$ cat src/assert_macros.svh
// Assertion macros used by the formatter core RTL.
`ifndef ASSERT_MACROS_SVH
`define ASSERT_MACROS_SVH

// Check that cons holds in the same cycle as ante.
`define ASSERT_SAME(label, ante, cons, msg) \
    label: assert property (@(posedge clk) disable iff (!rst_n) (ante) |-> (cons)) \
        else $error(msg);

// Check that cons holds in the cycle after ante.
`define ASSERT_NEXT(label, ante, cons, msg) \
    label: assert property (@(posedge clk) disable iff (!rst_n) (ante) |=> (cons)) \
        else $error(msg);

`endif

$ cat src/jisf_pkg.sv
// Package: types, constants and states of the JSON indent stream formatter.
package jisf_pkg;

    // Parameter defaults
    localparam int MAX_INDENT_DEF = 7;
    localparam int DEPTH_MAX_DEF  = 255;

    // Register reset values and limits
    localparam logic [63:0] DELIM_BYTES_RESET = 64'h0000_0000_2020_2020;
    localparam logic [3:0]  DELIM_LEN_RESET   = 4'd4;
    localparam logic [3:0]  DELIM_LEN_MAX     = 4'd8;

    // Register indexes (decoded from paddr[3])
    localparam logic REG_DELIM_BYTES = 1'b0;
    localparam logic REG_DELIM_LEN   = 1'b1;

    // Request codes
    localparam logic REQ_DATA = 1'b0;
    localparam logic REQ_EOS  = 1'b1;

    // Character codes
    localparam logic [7:0] CH_LBRACE  = 8'h7B;
    localparam logic [7:0] CH_LBRACK  = 8'h5B;
    localparam logic [7:0] CH_RBRACE  = 8'h7D;
    localparam logic [7:0] CH_RBRACK  = 8'h5D;
    localparam logic [7:0] CH_COMMA   = 8'h2C;
    localparam logic [7:0] CH_QUOTE   = 8'h22;
    localparam logic [7:0] CH_NL      = 8'h0A;
    localparam logic [7:0] CH_DEL     = 8'h7F;
    localparam logic [7:0] CTRL_LIMIT = 8'd33;

    typedef struct packed {
        logic       req_type;
        logic [7:0] char_byte;
    } in_item_t;

    typedef struct packed {
        logic [7:0] out_byte;
        logic       last;
    } out_item_t;

    // Emission phases of one transaction
    typedef enum logic [2:0] {
        S_IDLE,
        S_HEAD,
        S_NL,
        S_IND,
        S_TAIL
    } phase_t;

endpackage

$ cat src/json_indent_stream_formatter_core.sv
// Top level: JSON re-indenting byte stream formatter with APB register port.
//
// Each input transaction is taken only while the sequencer is idle, and the
// next waits until every output byte it causes is emitted: a plain byte
// gives itself, a control byte nothing, and a bracket or unquoted comma also
// a newline and min(depth, MAX_INDENT) * min(delim_len, 8) indent bytes. The
// rate is set by the single output byte register: one byte leaves per cycle
// while the consumer takes it, chosen by the phase sequencer and its shared
// level/position counter. The output register lets a finished byte wait for
// the consumer while the sequencer holds. Registers are written through APB
// at byte address 0 (delim_bytes, 64 bits) and 8 (delim_len); write only while idle.
`include "assert_macros.svh"

module json_indent_stream_formatter_core #(
    parameter int MAX_INDENT = jisf_pkg::MAX_INDENT_DEF,
    parameter int DEPTH_MAX  = jisf_pkg::DEPTH_MAX_DEF
) (
    input  logic                clk,
    input  logic                rst_n,
    input  logic                in_valid,
    output logic                in_ready,
    input  jisf_pkg::in_item_t  in_data,
    output logic                out_valid,
    input  logic                out_ready,
    output jisf_pkg::out_item_t out_data,
    input  logic                psel,
    input  logic                penable,
    input  logic                pwrite,
    input  logic [3:0]          paddr,
    input  logic [63:0]         pwdata,
    output logic [63:0]         prdata,
    output logic                pready
);
    import jisf_pkg::*;

    localparam int DEPTH_W = $clog2(DEPTH_MAX + 1);
    localparam int LVL_W   = $clog2(MAX_INDENT + 1);

    // Configuration registers
    logic [63:0] delim_bytes_reg;
    logic [3:0]  delim_len_reg;

    // Formatter state
    logic [DEPTH_W-1:0] depth_reg, depth_next;
    logic               in_string_reg, in_string_next;

    // Sequencer registers
    phase_t             state_reg, state_next;
    logic [7:0]         ch_reg, ch_next;
    logic               has_nl_reg, has_nl_next;
    logic               has_tail_reg, has_tail_next;
    logic [LVL_W-1:0]   levels_reg, levels_next;
    logic [3:0]         len_reg, len_next;
    logic [LVL_W-1:0]   lvl_reg, lvl_next;
    logic [2:0]         pos_reg, pos_next;

    // Output register
    logic      out_valid_reg;
    out_item_t out_data_reg;

    logic       accept;
    logic       emit;
    logic       ind_nonempty;
    logic       ind_end;
    logic       is_open, is_close, is_ctrl, is_quote, is_comma;
    logic [DEPTH_W-1:0] depth_new;
    logic [7:0] emit_byte;
    logic       emit_last;
    logic       cfg_write;

    assign in_ready  = (state_reg == S_IDLE);
    assign accept    = in_valid && in_ready;
    assign emit      = (state_reg != S_IDLE) && (!out_valid_reg || out_ready);
    assign out_valid = out_valid_reg;
    assign out_data  = out_data_reg;
    assign pready    = 1'b1;
    assign cfg_write = psel && penable && pwrite && pready;

    // Classify the incoming byte
    assign is_open  = (in_data.char_byte == CH_LBRACE) || (in_data.char_byte == CH_LBRACK);
    assign is_close = (in_data.char_byte == CH_RBRACE) || (in_data.char_byte == CH_RBRACK);
    assign is_ctrl  = (in_data.char_byte < CTRL_LIMIT) || (in_data.char_byte == CH_DEL);
    assign is_quote = (in_data.char_byte == CH_QUOTE);
    assign is_comma = (in_data.char_byte == CH_COMMA);

    // Shared indent counter compares
    assign ind_nonempty = (levels_reg != '0) && (len_reg != 4'd0);
    assign ind_end = (({1'b0, pos_reg} + 4'd1) == len_reg)
                  && (({1'b0, lvl_reg} + 1'b1) == {1'b0, levels_reg});

    // Depth after the incoming item
    always_comb
    begin
        depth_new = depth_reg;
        priority if (in_data.req_type == REQ_EOS)
            depth_new = '0;
        else if (is_open && (depth_reg < DEPTH_W'(DEPTH_MAX)))
            depth_new = depth_reg + 1'b1;
        else if (is_close && (depth_reg != '0))
            depth_new = depth_reg - 1'b1;
        else
            depth_new = depth_reg;
    end

    // Next state: load a transaction, then advance through its phases
    always_comb
    begin
        state_next     = state_reg;
        ch_next        = ch_reg;
        has_nl_next    = has_nl_reg;
        has_tail_next  = has_tail_reg;
        levels_next    = levels_reg;
        len_next       = len_reg;
        lvl_next       = lvl_reg;
        pos_next       = pos_reg;
        depth_next     = depth_reg;
        in_string_next = in_string_reg;
        unique case (state_reg)
            S_IDLE:
            begin
                if (accept)
                begin
                    ch_next       = in_data.char_byte;
                    lvl_next      = '0;
                    pos_next      = '0;
                    len_next      = (delim_len_reg > DELIM_LEN_MAX) ? DELIM_LEN_MAX
                                                                    : delim_len_reg;
                    levels_next   = (depth_new < DEPTH_W'(MAX_INDENT))
                                  ? LVL_W'(depth_new) : LVL_W'(MAX_INDENT);
                    depth_next    = depth_new;
                    has_nl_next   = 1'b0;
                    has_tail_next = 1'b0;
                    priority if (in_data.req_type == REQ_EOS)
                    begin
                        state_next     = S_NL;
                        levels_next    = '0;
                        in_string_next = 1'b0;
                    end
                    else if (is_open)
                    begin
                        state_next  = S_HEAD;
                        has_nl_next = 1'b1;
                    end
                    else if (is_close)
                    begin
                        state_next    = S_NL;
                        has_tail_next = 1'b1;
                    end
                    else if (is_ctrl)
                        state_next = S_IDLE;
                    else
                    begin
                        state_next  = S_HEAD;
                        has_nl_next = is_comma && !in_string_reg;
                        if (is_quote)
                            in_string_next = !in_string_reg;
                    end
                end
            end
            S_HEAD:
            begin
                if (emit)
                    state_next = has_nl_reg ? S_NL : S_IDLE;
            end
            S_NL:
            begin
                if (emit)
                begin
                    priority if (ind_nonempty)
                        state_next = S_IND;
                    else if (has_tail_reg)
                        state_next = S_TAIL;
                    else
                        state_next = S_IDLE;
                end
            end
            S_IND:
            begin
                if (emit)
                begin
                    priority if (ind_end)
                        state_next = has_tail_reg ? S_TAIL : S_IDLE;
                    else if (({1'b0, pos_reg} + 4'd1) == len_reg)
                    begin
                        pos_next = '0;
                        lvl_next = lvl_reg + 1'b1;
                    end
                    else
                        pos_next = pos_reg + 1'b1;
                end
            end
            S_TAIL:
            begin
                if (emit)
                    state_next = S_IDLE;
            end
            default:
                state_next = S_IDLE;
        endcase
    end

    // Outputs: byte and last flag of the current phase
    always_comb
    begin
        emit_byte = ch_reg;
        emit_last = 1'b0;
        unique case (state_reg)
            S_HEAD:
            begin
                emit_byte = ch_reg;
                emit_last = !has_nl_reg;
            end
            S_NL:
            begin
                emit_byte = CH_NL;
                emit_last = !ind_nonempty && !has_tail_reg;
            end
            S_IND:
            begin
                emit_byte = delim_bytes_reg[{pos_reg, 3'b000} +: 8];
                emit_last = ind_end && !has_tail_reg;
            end
            S_TAIL:
            begin
                emit_byte = ch_reg;
                emit_last = 1'b1;
            end
            default:
            begin
                emit_byte = ch_reg;
                emit_last = 1'b0;
            end
        endcase
    end

    // Advance sequencer and formatter state
    always_ff @(posedge clk or negedge rst_n)
    begin
        if (!rst_n)
        begin
            state_reg     <= S_IDLE;
            depth_reg     <= '0;
            in_string_reg <= 1'b0;
        end
        else
        begin
            state_reg     <= state_next;
            depth_reg     <= depth_next;
            in_string_reg <= in_string_next;
        end
    end

    // Hold transaction payload for the sequencer
    always_ff @(posedge clk)
    begin
        ch_reg       <= ch_next;
        has_nl_reg   <= has_nl_next;
        has_tail_reg <= has_tail_next;
        levels_reg   <= levels_next;
        len_reg      <= len_next;
        lvl_reg      <= lvl_next;
        pos_reg      <= pos_next;
    end

    // Load the output register, drop it once taken
    always_ff @(posedge clk or negedge rst_n)
    begin
        if (!rst_n)
            out_valid_reg <= 1'b0;
        else if (emit)
            out_valid_reg <= 1'b1;
        else if (out_ready)
            out_valid_reg <= 1'b0;
    end

    always_ff @(posedge clk)
    begin
        if (emit)
        begin
            out_data_reg.out_byte <= emit_byte;
            out_data_reg.last     <= emit_last;
        end
    end

    // Write configuration registers
    always_ff @(posedge clk or negedge rst_n)
    begin
        if (!rst_n)
        begin
            delim_bytes_reg <= DELIM_BYTES_RESET;
            delim_len_reg   <= DELIM_LEN_RESET;
        end
        else if (cfg_write)
        begin
            unique case (paddr[3])
                REG_DELIM_BYTES: delim_bytes_reg <= pwdata;
                REG_DELIM_LEN:   delim_len_reg   <= pwdata[3:0];
                default:         delim_len_reg   <= delim_len_reg;
            endcase
        end
    end

    // Read back configuration registers
    always_comb
    begin
        unique case (paddr[3])
            REG_DELIM_BYTES: prdata = delim_bytes_reg;
            REG_DELIM_LEN:   prdata = {60'd0, delim_len_reg};
            default:         prdata = '0;
        endcase
    end

    // Checks
    `ASSERT_SAME(a_depth_bound, 1'b1, depth_reg <= DEPTH_W'(DEPTH_MAX), "depth beyond limit")
    `ASSERT_SAME(a_ind_range, state_reg == S_IND, ({1'b0, pos_reg} < len_reg) && (lvl_reg < levels_reg), "indent counter out of range")
    `ASSERT_NEXT(a_ctrl_drop, accept && (in_data.req_type == REQ_DATA) && is_ctrl && !is_open && !is_close, state_reg == S_IDLE, "control byte not dropped")
    `ASSERT_NEXT(a_last_ends, emit && emit_last, state_reg == S_IDLE, "last byte did not end the transaction")

endmodule

$ cat config.mk
export PLATFORM = sky130hd
export DESIGN_NAME = json_indent_stream_formatter_core
export DESIGN_NICKNAME = d
export VERILOG_FILES = /design/src/jisf_pkg.sv /design/src/json_indent_stream_formatter_core.sv
export VERILOG_INCLUDE_DIRS = /design/src /design/src/src
export SDC_FILE = /design/constraint.sdc
export NUM_CORES = 1
export LEC_CHECK = 0
export BUFFER_PORTS_ARGS = -buffer_cell sky130_fd_sc_hd__buf_2
export CAP_MARGIN = 20
export CORE_AREA = 2 2 122 94
export DETAILED_ROUTE_END_ITERATION = 6
export DIE_AREA = 0 0 124 96
export PLACE_DENSITY_LB_ADDON = 0.1
export SLEW_MARGIN = 20
export SYNTH_ARGS = -nofsm -noshare
export SYNTH_HDL_FRONTEND = slang
export SYNTH_SLANG_ARGS = --single-unit
$ cat constraint.sdc
create_clock -name clk -period 4 [get_ports clk]
set_input_delay 0.2 -clock clk [delete_from_list [all_inputs] [get_ports clk]]
set_output_delay 0.2 -clock clk [all_outputs]
set_load 0.05 [all_outputs]
# Word level (Yosys, flattened, before mapping)
# Cells that the tools add are included.
# op_classes
addsub	6
order_cmp	4
n_eq_ne	24
shift	1
n_mux	41
bitwise	1
n_reduce_logical	36
# op_table
operator	count
$pmux W64 S2	1
$shiftx A64 B7 Y8	1
$mux W3	16
$eq A8 B7 Y1 const B	5
$mux W8	3
$ne A2 B2 Y1 const B	10
$eq A8 B6 Y1 const B	2
$pmux W8 S2	1
$pmux W3 S5	1
$mux W1	12
$pmux W3 S2	2
$reduce_and A6 Y1	2
$logic_and A1 B1 Y1	11
$add A3 B1 Y4 const B	2
$add A8 B1 Y8 const B	1
$lt A8 B3 Y1 const B	1
$lt A8 B6 Y1 const B	1
$lt A8 B8 Y1 const B	1
$mux W2	4
$reduce_bool A8 Y1	1
$sub A8 B1 Y8 const B	1
$add A3 B1 Y3 const B	2
$eq A3 B2 Y1 const B	2
$reduce_and A2 Y1	3
17 further kinds	27
# totals
regBits	113
in_bits	84
output_inout_bits	76
wordCells	128

# Depth between registers and ports, before layout
# logic_depth
depth_word	8
ltp_mapped	8
depth_no_buf	8

# Worst setup path before layout
# Ideal clock, no wire load.
# synth_path
path_kind	reg-to-reg
from	register state_reg[2]
to	register lvl_reg[0], enable pin
setup_time_ns	0.303
t_arrival_ns	3.121
t_required_ns	3.697
setup_slack_ns	0.576
path_stages_with_launch	7
n_path_buf	1
cell_sequence	dfrtp_1 clkbuf_1 nor3_1 nand2_1 inv_1 o22a_1 and2_1
# synth_between
elab_chain_len	4
# synth_lines
item	line	text
from (decl)	json_indent_stream_formatter_core.sv:48	phase_t state_reg, state_next;
from (signal assigned)	json_indent_stream_formatter_core.sv:247	state_reg <= state_next;
$logic_not A3 Y1 *	json_indent_stream_formatter_core.sv:71	assign in_ready = (state_reg == S_IDLE);
named net in_ready	json_indent_stream_formatter_core.sv:21	output logic in_ready,
$logic_and A1 B1 Y1	json_indent_stream_formatter_core.sv:72	assign accept = in_valid && in_ready;
$ne A2 B1 Y1 (no line)	-	
$reduce_and A5 Y1 (no line) *	-	
to (signal assigned)	json_indent_stream_formatter_core.sv:261	lvl_reg <= lvl_next;
to (decl)	json_indent_stream_formatter_core.sv:54	logic [LVL_W-1:0] lvl_reg, lvl_next;
# Mark *: on every way through the listed nets, which the timed path passes. The rest lies on a longest branch.
# A chain may end at the register's enable or synchronous reset.

# Worst setup path after layout
# layout_path
from	register state_reg[0]
to	register lvl_reg[1], enable pin
# layout_between
elab_chain_len	4
# layout_lines
item	line
$reduce_bool A3 Y1 / $logic_not A3 Y1 (equally long branches)	json_indent_stream_formatter_core.sv:73, json_indent_stream_formatter_core.sv:71, json_indent_stream_formatter_core.sv:118
$logic_and A1 B1 Y1 (on tied branches)	json_indent_stream_formatter_core.sv:73, json_indent_stream_formatter_core.sv:72
$ne A2 B2 Y1 (no line) / $ne A2 B1 Y1 (equally long branches)	-
$reduce_and A5 Y1 (no line) *	-
# Every way passes the cells marked *; elsewhere a longest branch is shown, timed or not.

==> impl_results.md <==
* Die Y at 96 µm
* Setup Crit Path Kind: flip-flop to flip-flop
* Maxcap violations at 0
* Tcrit/Tclk final at 0.640
* Syn nets at 566
* First-pass GRT wire length at 22200 µm
* Most common cell after layout, fill and taps aside: buf_2
* Final GP Congestion at 0.830
* Die area at 11900 µm²
* Share of flip-flops with an asynchronous set or reset at 0.717
* Yosys cell types at 63
* Global routing usage on met1 at 0.361
* H-tree lvl count at 4
* Top Ports at 160
* CTS tree: yes
* Buffer count from post-CTS setup fixing at 0
* Int Pwr at 0.00337 W
* Flop pwr share at 0.339
* Largest register FFs at 64
* Fin util at 0.694
* Fmax at 390 MHz
* Cells after Synth at 477
* Gates resized, CTS repair at 0
* Critical path, cell by cell: nor3_1, nand2_1, inv_1, buf_4, o22a_1, and2_1
* Die W at 124 µm
* Routed vias/inst at 5.50
* Slew Viols, Final at 0
* Via count at 4295
* Syn-to-layout area delta at 24.7%
* Wire per inst at 17.9 µm
* Nets@finish at 717
* Unrepaired setup endpoints after global routing: false
* Final hold violations at 0
* Layout filler cell count at 795
* Register area share after synthesis at 0.501
* Run status: finished clean
* Clk slew on worst S/H paths at 0.06 ns
* CTS Sinks at 113
* GR Overflow Total at 0
* First-pass DRT Iterations at 5
* Setup Viol. Count Final at 0
* Core area at 10700 µm²
* # DRC at 0
* Post-Route WL at 14000 µm
* Clock power share at 0.293
* CP Capture Type: flip-flop
* Hold path depth at 2
* Max incr delay on CP at 0.49 ns
* Most frequent cells in the layout: 154 x buf_2, 77 x mux2_2, 76 x dfrtp_1, 66 x nor2b_1, 32 x edfxtp_1
* Clk_lat worst skew at 0.40 ns
* Worst ir drop on vdd at 0.370 mV
* Worst Path Arrival at 2.66 ns
* Post-synth EDFFs at 32
* Num CTS Buffers at 17
* Row Count at 33
* Ratio of cells with drive above 1 in the final layout at 0.476
* Root Buffer: clkbuf_16
* Yosys warnings at 0
* Max Fanout on Critical Path at 19
* Switching share of power at 0.370
* Initial antenna violation count at 0
* Largest net degree at the start of global routing at 82
* Slew HR at 0.436
* Setup Skew at 0.0112 ns
* Antenna viol nets, final at 0
* Sw Pwr at 0.00197 W
* Hold buffers post-CTS at 0
* DR iter-0 viols at 403
* GR Layer Usage met3 at 0.0806
* CP Launch Type: flip-flop
* CP required at 4.10 ns
* Port bufs at 155
* Met2 usage at 0.378
* Post-DP HPWL at 9900 µm
* Top FF cell, synth: dfrtp_1
* Gr busiest metal: met2
* # diodes at 0
* Worst-Margin Slew at 0.846 ns
* Sum of negative setup slack at 0 ns
* Combinational power share at 0.368
* Synth Area per Inst at 12.5 µm²
* Worst hold-check path type: input pin to flip-flop
* Worst-case reg-to-reg path depth at 6
* Min cycle time layout at 2.56 ns
* Starting Density at 0.557
* Seq cells post-synth at 113
* Crit-path slowest cell: dfrtp_1
* Synthesized area at 5980 µm²
* Lkg Pwr at 3.38 nW
* Total power per unit cell area at 716 nW/µm²
* Vias in the first global route at 4213
* GRT Resource Usage Total at 0.252
* Max Root-Sink Buffers at 2
## cell families after synthesis
logic type | share of synthesized area
DFF | 0.501
and+or+nand+nor | 0.163
muxes | 0.222
other | 0.000628
adders and majority gates | 0.0105
AOI/OAI and AO/OA | 0.0544
buffers and inverters | 0.0293
xor gates and xnor gates | 0.0193
## critical path, delay by kind of cell, from the launching register on
family | cells | cell delay [ns]
buf+inv | 2 | 0.40
simple gates | 3 | 1.10
flops | 1 | 0.49
compound gates | 1 | 0.24
## cells in the mapped netlist, drive strengths merged (6+ instances only)
cell	n	area share
dfrtp	76	0.32
o21ai	18	0.015
mux2i	10	0.017
and3	7	0.0075
nand3	7	0.0067
nor2	17	0.011
nand2b	6	0.0063
mux4	16	0.060
nor2b	66	0.069
edfxtp	32	0.16
inv	6	0.0038
nand2	30	0.020
buf	9	0.013
clkbuf	20	0.013
mux2	77	0.15
nor3	8	0.0086
xnor2	7	0.013
## cell type report
class	instances	area, µm²	area share
tap	140	175	0.0235
inverter	6	22.5	0.00302
sequential	113	2990	0.402
clock inverter	10	129	0.0173
timing repair buffer	161	830	0.111
clock buffer	22	495	0.0665
multi-input combinational	329	2810	0.377
## power groups by stage
stage	Sequential [W]	Clock, W	Combinational [W]
final	0.00181	0.00156	0.00196
after CTS	0.00181	0.00158	0.00198
after floorplan	0.00188	0	0.00142
after detailed placement	0.00182	0	0.00197
after global routing	0.00186	0.00165	0.00210
after global placement	0.00181	0	0.00194
## per-stage QoR
step           worst slack (ns)  hold WS (ns)  std cells  total power [W]  instance area, µm²
2_1_floorplan             0.576       -0.0956        477          0.00329                5980
3_3_place_gp               1.42         0.432        748          0.00374                6810
3_5_place_dp               1.39         0.435        748          0.00379                6810
4_1_cts                    1.38        0.0183        780          0.00537                7440
5_1_grt                    1.16        0.0158        781          0.00560                7450
6_report                   1.44        0.0282        781          0.00534                7450
## metal layers
metal,vias up,wire length (µm),share of wire
met2,150,6630,0.47
met1,2114,6240,0.45
met3,8,998,0.071
li1,2023,-,-
met4,0,106,0.0076
met5,-,0,0
## final timing paths
| kind | endpoint | startpoint | slack (ns) |
|---|---|---|---|
| min in group asynchronous | delim_bytes_reg[62] | rst_n | 0.39 |
| setup reg to reg | lvl_reg[1] | state_reg[0] | 1.44 |
| setup / recovery | lvl_reg[1] | state_reg[0] | 1.44 |
| hold reg to reg | delim_bytes_reg[24] | delim_bytes_reg[24] | 0.52 |
| hold / removal | delim_bytes_reg[14] | pwdata[14] | 0.03 |
| max in group asynchronous | delim_bytes_reg[44] | rst_n | 3.06 |
(Power assumes the default switching activity.)
